==> src/rtl/fpw_pkg.sv <==
// Package for the four-level page walker: widths, masks, codes and shared types.
package fpw_pkg;

    localparam int PHYS_ADDR_BITS = 52;
    localparam int ADDR_W         = 52;
    localparam int VADDR_W        = 48;
    localparam int ENTRY_W        = 64;
    localparam int IDX_W          = 9;
    localparam int S_DATA_W       = 112;
    localparam int M_DATA_W       = 112;

    localparam logic [ADDR_W-1:0] PHYS_MASK  = (ADDR_W'(1) << PHYS_ADDR_BITS) - ADDR_W'(1);
    localparam logic [ADDR_W-1:0] TABLE_MASK = PHYS_MASK & ~ADDR_W'(52'hFFF);
    localparam logic [ADDR_W-1:0] GIB_MASK   = PHYS_MASK & 52'hFFFFFC0000000;
    localparam logic [ADDR_W-1:0] MIB_MASK   = PHYS_MASK & 52'hFFFFFFFE00000;
    localparam logic [ADDR_W-1:0] GIB_OFFSET = 52'h3FFFFFFF;
    localparam logic [ADDR_W-1:0] MIB_OFFSET = 52'h1FFFFF;
    localparam logic [ADDR_W-1:0] KIB_OFFSET = 52'hFFF;

    localparam int ENTRY_PRESENT_BIT = 0;
    localparam int ENTRY_LARGE_BIT   = 7;

    localparam logic MODE_XLATE = 1'b0;
    localparam logic MODE_RESP  = 1'b1;

    localparam logic KIND_READ = 1'b0;
    localparam logic KIND_DONE = 1'b1;

    localparam logic [1:0] PS_4K = 2'd0;
    localparam logic [1:0] PS_2M = 2'd1;
    localparam logic [1:0] PS_1G = 2'd2;

    localparam logic [1:0] LVL_TOP = 2'd0;
    localparam logic [1:0] LVL_PDP = 2'd1;
    localparam logic [1:0] LVL_DIR = 2'd2;
    localparam logic [1:0] LVL_TBL = 2'd3;

    typedef struct packed {
        logic               busy;
        logic [1:0]         level;
        logic [VADDR_W-1:0] saved_vaddr;
    } t_walk_state;

    typedef struct packed {
        logic              kind;
        logic [ADDR_W-1:0] read_addr;
        logic [ADDR_W-1:0] phys_addr;
        logic              fault;
        logic [1:0]        leaf_size;
    } t_result;

    function automatic logic [IDX_W-1:0] level_index(input logic [VADDR_W-1:0] va,
                                                      input logic [1:0] lvl);
        logic [IDX_W-1:0] idx;
        unique case (lvl)
            LVL_TOP: idx = va[47:39];
            LVL_PDP: idx = va[38:30];
            LVL_DIR: idx = va[29:21];
            LVL_TBL: idx = va[20:12];
            default: idx = va[47:39];
        endcase
        return idx;
    endfunction

    function automatic logic [ADDR_W-1:0] entry_offset(input logic [IDX_W-1:0] idx);
        return {{(ADDR_W-IDX_W-3){1'b0}}, idx, 3'b000};
    endfunction

endpackage

==> src/rtl/fpw_step.sv <==
// Single-word walk step: next walk state and the result word for one input word.
module fpw_step (
    input  logic                          i_mode,
    input  logic [fpw_pkg::VADDR_W-1:0]   i_vaddr,
    input  logic [fpw_pkg::ENTRY_W-1:0]   i_entry,
    input  logic [fpw_pkg::ADDR_W-1:0]    i_root,
    input  fpw_pkg::t_walk_state          i_state,
    output fpw_pkg::t_walk_state          o_state,
    output logic                          o_res_vld,
    output fpw_pkg::t_result              o_res
);
    import fpw_pkg::*;

    logic [ADDR_W-1:0] w_entry;
    logic              w_present;
    logic              w_large;
    logic [1:0]        w_next_lvl;

    assign w_entry    = i_entry[ADDR_W-1:0];
    assign w_present  = i_entry[ENTRY_PRESENT_BIT];
    assign w_large    = i_entry[ENTRY_LARGE_BIT];
    assign w_next_lvl = i_state.level + 2'd1;

    always_comb begin
        o_state   = i_state;
        o_res_vld = 1'b0;
        o_res     = '0;
        if (i_mode == MODE_XLATE) begin
            if (!i_state.busy) begin
                o_state.busy        = 1'b1;
                o_state.level       = LVL_TOP;
                o_state.saved_vaddr = i_vaddr;
                o_res_vld           = 1'b1;
                o_res.kind          = KIND_READ;
                o_res.read_addr     = (i_root & TABLE_MASK)
                                    | entry_offset(level_index(i_vaddr, LVL_TOP));
            end
        end else if (i_state.busy) begin
            o_res_vld = 1'b1;
            if (!w_present) begin
                o_state.busy  = 1'b0;
                o_state.level = LVL_TOP;
                o_res.kind    = KIND_DONE;
                o_res.fault   = 1'b1;
            end else if ((i_state.level == LVL_PDP) && w_large) begin
                o_state.busy    = 1'b0;
                o_state.level   = LVL_TOP;
                o_res.kind      = KIND_DONE;
                o_res.phys_addr = (w_entry & GIB_MASK)
                                | ({4'b0, i_state.saved_vaddr} & GIB_OFFSET);
                o_res.leaf_size = PS_1G;
            end else if ((i_state.level == LVL_DIR) && w_large) begin
                o_state.busy    = 1'b0;
                o_state.level   = LVL_TOP;
                o_res.kind      = KIND_DONE;
                o_res.phys_addr = (w_entry & MIB_MASK)
                                | ({4'b0, i_state.saved_vaddr} & MIB_OFFSET);
                o_res.leaf_size = PS_2M;
            end else if (i_state.level == LVL_TBL) begin
                o_state.busy    = 1'b0;
                o_state.level   = LVL_TOP;
                o_res.kind      = KIND_DONE;
                o_res.phys_addr = (w_entry & TABLE_MASK)
                                | ({4'b0, i_state.saved_vaddr} & KIB_OFFSET);
                o_res.leaf_size = PS_4K;
            end else begin
                o_state.level   = w_next_lvl;
                o_res.kind      = KIND_READ;
                o_res.read_addr = (w_entry & TABLE_MASK)
                                | entry_offset(level_index(i_state.saved_vaddr, w_next_lvl));
            end
        end
    end

endmodule

==> src/rtl/four_level_page_walk_top.sv <==
// Top level of the four-level page walker: input register, walk state, output register.
//
//  channel   dir  tdata                                         tuser
//  s_axis    in   virt_addr[47:0], entry_data[111:48]           mode
//  m_axis    out  read_addr[51:0], phys_addr[103:52],           kind
//                 fault[104], leaf_size[106:105], zero pad
//  cfg       in   i_cfg_wr_data = root_table_addr, i_cfg_wr_en
//
//  One word per cycle while m_axis does not stall: a word is registered, then stepped,
//  and its result, if it has one, lands in the output register that drives tvalid.
//  The walk state register is the only loop, closed through the combinational step.
//  Synchronous active-low reset clears the walk state, root address and valids.
//  A stall on m_axis holds the input register and drops s_axis_tready once it is full.
module four_level_page_walk_top (
    input  logic                           i_clk,
    input  logic                           i_rst_n,
    input  logic                           i_cfg_wr_en,
    input  logic [fpw_pkg::ADDR_W-1:0]     i_cfg_wr_data,
    input  logic                           s_axis_tvalid,
    output logic                           s_axis_tready,
    input  logic [fpw_pkg::S_DATA_W-1:0]   s_axis_tdata,   // virt_addr, entry_data
    input  logic                           s_axis_tuser,   // mode
    output logic                           m_axis_tvalid,
    input  logic                           m_axis_tready,
    output logic [fpw_pkg::M_DATA_W-1:0]   m_axis_tdata,   // read_addr, phys_addr, fault, leaf_size
    output logic                           m_axis_tuser    // kind
);
    import fpw_pkg::*;

    logic               r_in_vld;
    logic               r_in_mode;
    logic [VADDR_W-1:0] r_in_vaddr;
    logic [ENTRY_W-1:0] r_in_entry;
    t_walk_state        r_state;
    t_walk_state        n_state;
    logic [ADDR_W-1:0]  r_root;
    logic               r_out_vld;
    t_result            r_out;
    t_result            n_out;
    logic               n_out_vld;
    logic               w_adv;

    assign w_adv         = !r_out_vld || m_axis_tready;
    assign s_axis_tready = !r_in_vld || w_adv;

    fpw_step u_step (
        .i_mode    (r_in_mode),
        .i_vaddr   (r_in_vaddr),
        .i_entry   (r_in_entry),
        .i_root    (r_root),
        .i_state   (r_state),
        .o_state   (n_state),
        .o_res_vld (n_out_vld),
        .o_res     (n_out)
    );

    always_ff @(posedge i_clk) begin
        if (!i_rst_n) begin
            r_in_vld  <= 1'b0;
            r_state   <= '0;
            r_root    <= '0;
            r_out_vld <= 1'b0;
        end else begin
            if (i_cfg_wr_en) begin
                r_root <= i_cfg_wr_data;
            end
            if (s_axis_tready) begin
                r_in_vld <= s_axis_tvalid;
            end
            if (r_in_vld && w_adv) begin
                r_state <= n_state;
            end
            if (w_adv) begin
                r_out_vld <= r_in_vld && n_out_vld;
            end
        end
    end

    always_ff @(posedge i_clk) begin
        if (s_axis_tready && s_axis_tvalid) begin
            r_in_mode  <= s_axis_tuser;
            r_in_vaddr <= s_axis_tdata[VADDR_W-1:0];
            r_in_entry <= s_axis_tdata[VADDR_W+ENTRY_W-1:VADDR_W];
        end
        if (w_adv && r_in_vld && n_out_vld) begin
            r_out <= n_out;
        end
    end

    assign m_axis_tvalid = r_out_vld;
    assign m_axis_tuser  = r_out.kind;
    assign m_axis_tdata  = {(M_DATA_W-2*ADDR_W-3)'(0), r_out.leaf_size, r_out.fault,
                            r_out.phys_addr, r_out.read_addr};

`ifndef SYNTH
    a_reset_idle: assert property (@(posedge i_clk)
        !i_rst_n |=> !r_state.busy && !r_out_vld && !r_in_vld)
        else $error("walker not idle after reset");

    a_fault_zero: assert property (@(posedge i_clk) disable iff (!i_rst_n)
        (r_out_vld && r_out.fault) |-> (r_out.phys_addr == '0 && r_out.leaf_size == PS_4K))
        else $error("fault word carries an address or page size");

    a_read_clean: assert property (@(posedge i_clk) disable iff (!i_rst_n)
        (r_out_vld && r_out.kind == KIND_READ)
            |-> (r_out.phys_addr == '0 && !r_out.fault && r_out.leaf_size == PS_4K))
        else $error("read request word carries finish fields");

    a_done_idle: assert property (@(posedge i_clk) disable iff (!i_rst_n)
        (r_in_vld && w_adv && n_out_vld && n_out.kind == KIND_DONE)
            |=> (!r_state.busy && r_state.level == LVL_TOP))
        else $error("walker still busy after finish");

    a_psize_legal: assert property (@(posedge i_clk) disable iff (!i_rst_n)
        r_out_vld |-> (r_out.leaf_size != 2'd3))
        else $error("illegal page size code");
`endif

endmodule

==> config.mk <==
export PLATFORM = sky130hd
export DESIGN_NAME = four_level_page_walk_top
export DESIGN_NICKNAME = d
export VERILOG_FILES = /design/src/rtl/fpw_pkg.sv /design/src/rtl/fpw_step.sv /design/src/rtl/four_level_page_walk_top.sv
export SDC_FILE = /design/constraint.sdc
export NUM_CORES = 1
export LEC_CHECK = 0
export BUFFER_PORTS_ARGS = -buffer_cell sky130_fd_sc_hd__buf_2
export CELL_PAD_IN_SITES_DETAIL_PLACEMENT = 0
export CELL_PAD_IN_SITES_GLOBAL_PLACEMENT = 1
export CORE_MARGIN = 2
export CORE_UTILIZATION = 45
export DETAILED_ROUTE_END_ITERATION = 12
export PLACE_DENSITY = 0.91
export SYNTH_ARGS = -nofsm -noshare
export SYNTH_HDL_FRONTEND = slang
export SYNTH_SLANG_ARGS = --single-unit
==> constraint.sdc <==
create_clock -name i_clk -period 7.9 [get_ports i_clk]
set_input_delay 1.185 -clock i_clk [delete_from_list [all_inputs] [get_ports i_clk]]
set_output_delay 1.185 -clock i_clk [all_outputs]
set_load 0.02 [all_outputs]
## Word level (Yosys, flattened, before mapping)

Index checks and enable logic that the tools add are counted.
Widths: inputs -> output; s select.

| word-level totals | value |
|---|---|
| register bits | 314 |
| latch bits | 0 |
| RAM bits | 0 |
| ROM bits | 0 |
| bits of input ports | 170 |
| output and inout bits | 115 |
| logic and storage cells | 86 |
| memories kept | 0 |

| operators by class | value |
|---|---|
| add/sub/neg operators | 1 |
| multiply operators | 0 |
| div/mod/pow operators | 0 |
| $lt $le $gt $ge | 0 |
| equality and inequality tests | 8 |
| shift operators | 0 |
| mux-type cells | 38 |
| bitwise logic cells | 8 |
| reduce and logical (&&, ||, !) cells | 16 |

Operators with widths:

| operator | count |
|---|---|
| $mux 52 | 7 |
| $or 52x12->52 | 3 |
| $mux 108 | 1 |
| $mux 104 | 1 |
| $mux 9 | 8 |
| $mux 53 | 1 |
| $or 52x21->52 | 1 |
| $or 52x30->52 | 1 |
| $mux 50 | 1 |
| $pmux 9 s4 | 1 |
| $mux 3 | 5 |
| $mux 1 | 10 |
| $reduce_and 3->1 | 3 |
| $eq 2x2->1 const B | 4 |
| $logic_and 1x1->1 | 6 |
| $mux 2 | 3 |
| $eq 2x1->1 const B | 2 |
| $reduce_or 4->1 | 1 |
| $not 1->1 | 3 |
| $add 2x1->2 const B | 1 |
| $logic_not 1->1 | 2 |
| $logic_not 2->1 | 1 |
| $logic_or 1x1->1 | 2 |
| $ne 2x1->1 const B | 1 |
| other kinds (2) | 2 |

## Longest topological paths before layout

| logic depth | value |
|---|---|
| depth after elaboration | 16 |
| gate-level depth with buffers | 7 |
| depth with buffers taken out | 5 |

## Hierarchy

Synthesis repeated with hierarchy kept, for this count alone.

| second synthesis, totals | value |
|---|---|
| cell total of the unflattened synthesis | 986 |
| area, all modules | 12678.4 um^2 |

By module, submodules not included:

| module | times used | cells each | area an instance (um^2) | seq. area each (um^2) |
|---|---|---|---|---|
| four_level_page_walk_top | 1 | 628 | 10814.1 | 8738.4 |
| fpw_step | 1 | 358 | 1864.3 | 0.0 |

## Worst setup path after synthesis

No wires, ideal clock.

| timing path | value |
|---|---|
| kind | input to register |
| from | input port m_axis_tready |
| to | register r_out (netlist bit m_axis_tdata[100]) (enable) |
| library setup time | 0.478 ns |
| arrival | 3.784 ns |
| required time | 7.422 ns |
| path slack | 3.638 ns |
| stages | 2 |
| path buffers | 0 |
| cells stage by stage | nand2b_4 > and2_1 |

| on the way | value |
|---|---|
| word-level cells in the longest chain between the ends | 3 |

RTL lines:

| item | line | RTL |
|---|---|---|
| start, declared | four_level_page_walk_top.sv:24 | `input logic m_axis_tready,` |
| $logic_or 1x1->1 | four_level_page_walk_top.sv:43 | `assign w_adv = !r_out_vld \|\| m_axis_tready;` |
| $logic_and 1x1->1 (2 in a row) | four_level_page_walk_top.sv:85 | `if (w_adv && r_in_vld && n_out_vld) begin` |
| end signal, assigned | four_level_page_walk_top.sv:86 | `r_out <= n_out;` |
| end, declared | four_level_page_walk_top.sv:38 | `t_result r_out;` |

Every way passes these cells.
A chain may end at the register's enable or synchronous reset.

## Final worst setup path

| timing path | value |
|---|---|
| from | register r_in_mode |
| to | register r_out (netlist bit m_axis_tdata[14]) (enable) |

| on the way | value |
|---|---|
| word-level cells in the longest chain between the ends | 2 |

RTL lines:

| item | line | RTL |
|---|---|---|
| start, declared | four_level_page_walk_top.sv:31 | `logic r_in_mode;` |
| start signal, assigned | four_level_page_walk_top.sv:81 | `r_in_mode <= s_axis_tuser;` |
| $mux 1 | fpw_step.sv:28 | `if (i_mode == MODE_XLATE) begin` |
| $logic_and 1x1->1 | four_level_page_walk_top.sv:85 |  |

Every way passes these cells.

==> out/metrics.cfg <==
[routing]
ant_nets = 0
totalWireLength_um = 24000
via_count = 6702
wl_per_cell_um = 18.39
first_pass_iters = 5
drtIter0Drc = 542
drc = 0
vias_per_cell = 5.136

[status]
outcome = complete, no violations

[sta]
hold_viol_final = 0
max_slew_margin = 0.2107
fmax_ghz = 0.3325
fin_skew_ns = 0.009840
tightest_slew_ns = 1.184
rsz0062_at_grt = no
period_minus_slack_ns = 3.008
drv_slew = 0
setup_violations = 0
timing.setup.tns_ns = 0
period_share = 0.3807

[grt]
gr-total-overflow = 0
grt.total_usage = 0.1892
grt_pass1_wl_um = 35780
grt_max_degree = 86
grt_pass1_vias = 6446
antenna_found_initial = 1

[clock_network]
post-cts-setup-buffer-count = 0
cts_max_level = 1
clk-insertion-delay-late_ns = 0.53
numCtsBuffers = 29
clk_pin_slew_ns = 0.06
clock-sinks = 280
holdBufCountCts = 0
clk_path_buf_depth = 3
cts_tree = built
cts_root_buffer = clkbuf_16
cts_resized = 0

[synthesis]
synth_cell_types = 36
synth_xor_area_frac = 0
netlist_instances = 744
yosys-top-cells-area = edfxtp_1, dfxtp_1, mux2i_1
synth-simple-area-share = 0.09869
synth_edf_count = 196
ys_seq_area_frac = 0.7217
synth_compound_area_frac = 0.06277
synth_top_area_frac = 0.5613
postSynthAreaPerCell_um2 = 14.09
ys_warn_count = 0
syn-cell-area_um2 = 10490
netlist_top_cells_count = edfxtp_1, nand2_1, dfxtp_1
ys.flop_type = edfxtp_1
synth_top_family_by_area = simple AND/OR/NAND/NOR gates
synthAdderAreaFrac = 0.007160
ys_ff_latch = 280
synth_area_leader_cell = edfxtp_1
synthMuxAreaShare = 0.07542
yosysMostFrequentCell = edfxtp_1
async_reset_ff_frac = 0

[layout]
final_nets = 1144
multiInputGateArea_um2 = 2603
layout-drive-gt1-share = 0.3071
stdcell_count = 1305
design_area_um2 = 12770
area_delta_synth_final_pct = 21.77
ff_latch_area_um2 = 7567
fin_util = 0.5605
fill_cells = 1870

[floorplanning]
fp.dieW_um = 156.6
die_y_um = 156.6
core_area_um2 = 22780
rows = 55
die-area_um2 = 24540
pin_count = 285
initial_core_util = 0.4603

[worst_setup_path]
worstSetupEndpointType = register
r2r_end = m_axis_tdata[14]$_DFFE_PP_
rr_worst_depth = 5
r2r-start = r_in_mode$_DFFE_PP_
crit_fanout = 55
required_ns = 8.05
ff2ff_setup_slack_ns = 4.89
critPathLaunchType = register
worstPathArrival_ns = 3.16
crit_type = reg -> reg

[worst_hold_path]
whs_path_depth = 2
hold_end = r_state[1]$_SDFFE_PN0P_
hold_class = reg -> reg
worstHoldStart = r_state[1]$_SDFFE_PN0P_

[power_and_ir_drop]
ir_worst_vdd_v = 0.0001607
seq_power_share = 0.528
p_comb_frac = 0.056
p_per_area_nw_per_um2 = 247.6
p_int_w = 0.002477
leakagePower_nw = 5.143
p_sw_w = 0.0006839
p_clk_frac = 0.416
switching_share = 0.2164

[placed_design]
place_area_um2 = 11840
placed_cells = 1250
post-dp-hpwl_um = 15320
port_buffers = 242
routabilityCongestion = 0.8259

[run]
cap_violations = 0

[through the flow]
step | total power [W] | hold WS, ns | setup slack [ns]
5_1_grt | 0.003274 | 0.4693 | 4.701
6_report | 0.003161 | 0.4517 | 4.892
3_3_place_gp | 0.001875 | 0.4392 | 4.702
2_1_floorplan | 0.001804 | 0.4303 | 3.638
3_5_place_dp | 0.001880 | 0.4436 | 4.672
4_1_cts | 0.003191 | 0.4529 | 4.869
[flip-flops by register name, indices dropped and copies added, names as in the netlist]
| register | cells |
|---|---|
| m_axis_tdata | 104 |
| m_axis_tuser | 1 |
| m_axis_tvalid | 1 |
| r_in_entry | 42 |
| r_in_mode | 1 |
| r_in_vaddr | 48 |
| r_in_vld | 1 |
| r_root | 40 |
| r_state | 42 |
[layout by cell type, fill, tap and decap left out, drive strengths merged, types with 2 or more instances in the layout]
master,Yosys,final
buf,33,248
edfxtp,196,196
nand2,101,101
dfxtp,84,84
mux2i,79,79
nor2,46,46
and3,37,37
clkbuf,29,34
nand3,32,32
a32o,22,22
a21oi,19,19
a22o,18,18
clkinv,0,14
o21ai,10,10
a222oi,9,9
conb,1,8
ha,6,6
inv,6,6
nor2b,3,3
bufinv,0,3
and2,3,3
diode,0,2
clkinvlp,0,2
nor3,2,2
[worst max-delay path, stage by stage (launching register included)]
cell,delay (ns)
edfxtp_1,0.47
inv_1,0.09
ha_1,0.29
nor2b_1,0.32
and2_4,0.67
buf_4,0.72
[layout make-up]
type	instances	area share
inverters	6	0.001764
repair buffers	248	0.09839
clock inverters	19	0.01392
well taps	313	0.03067
multi-input cells	403	0.2038
flip-flops and latches	280	0.5927
clock buffers	34	0.05831
diodes	2	0.0003920
[logic make-up (layout without fill, tap and decap cells)]
kind of cell	after synthesis	in the layout
buf+inv	68	307
simple gates	226	226
fa+ha+maj	6	6
mux	79	79
other cells	1	10
compound gates	84	84
flops	280	280
[power by group through the flow]
stage	Combinational [W]	Clock, W	Sequential (W)
floorplan	0.0000932	0	0.00171
global placement	0.000176	0	0.00170
detailed placement	0.000179	0	0.00170
CTS	0.000179	0.00134	0.00167
global route	0.000194	0.00140	0.00168
finish	0.000177	0.00131	0.00167
[layer usage]
layer  track usage  share of wire  up-vias  wire length (um)
li1              -              -     3184                 -
met1        0.2586           0.43     3172             10220
met2        0.3052           0.47      304             11280
met3       0.03849          0.077       42              1855
met4       0.06029          0.027        0               643
met5             0              0        -                 0
[worst max-delay path by stage]
stage	startpoint	end	slack (ns)	cells after the start
floorplan	m_axis_tready	m_axis_tdata[100]$_SDFFCE_PN0P_	3.64	2
global placement	m_axis_tready	m_axis_tdata[9]$_DFFE_PP_	4.70	4
detailed placement	m_axis_tready	m_axis_tdata[9]$_DFFE_PP_	4.67	4
CTS	r_in_mode$_DFFE_PP_	m_axis_tdata[22]$_DFFE_PP_	4.87	5
global route	r_in_mode$_DFFE_PP_	m_axis_tdata[14]$_DFFE_PP_	4.70	5
finish	r_in_mode$_DFFE_PP_	m_axis_tdata[14]$_DFFE_PP_	4.89	5
Note: power is estimated with default switching activity, not from simulation.
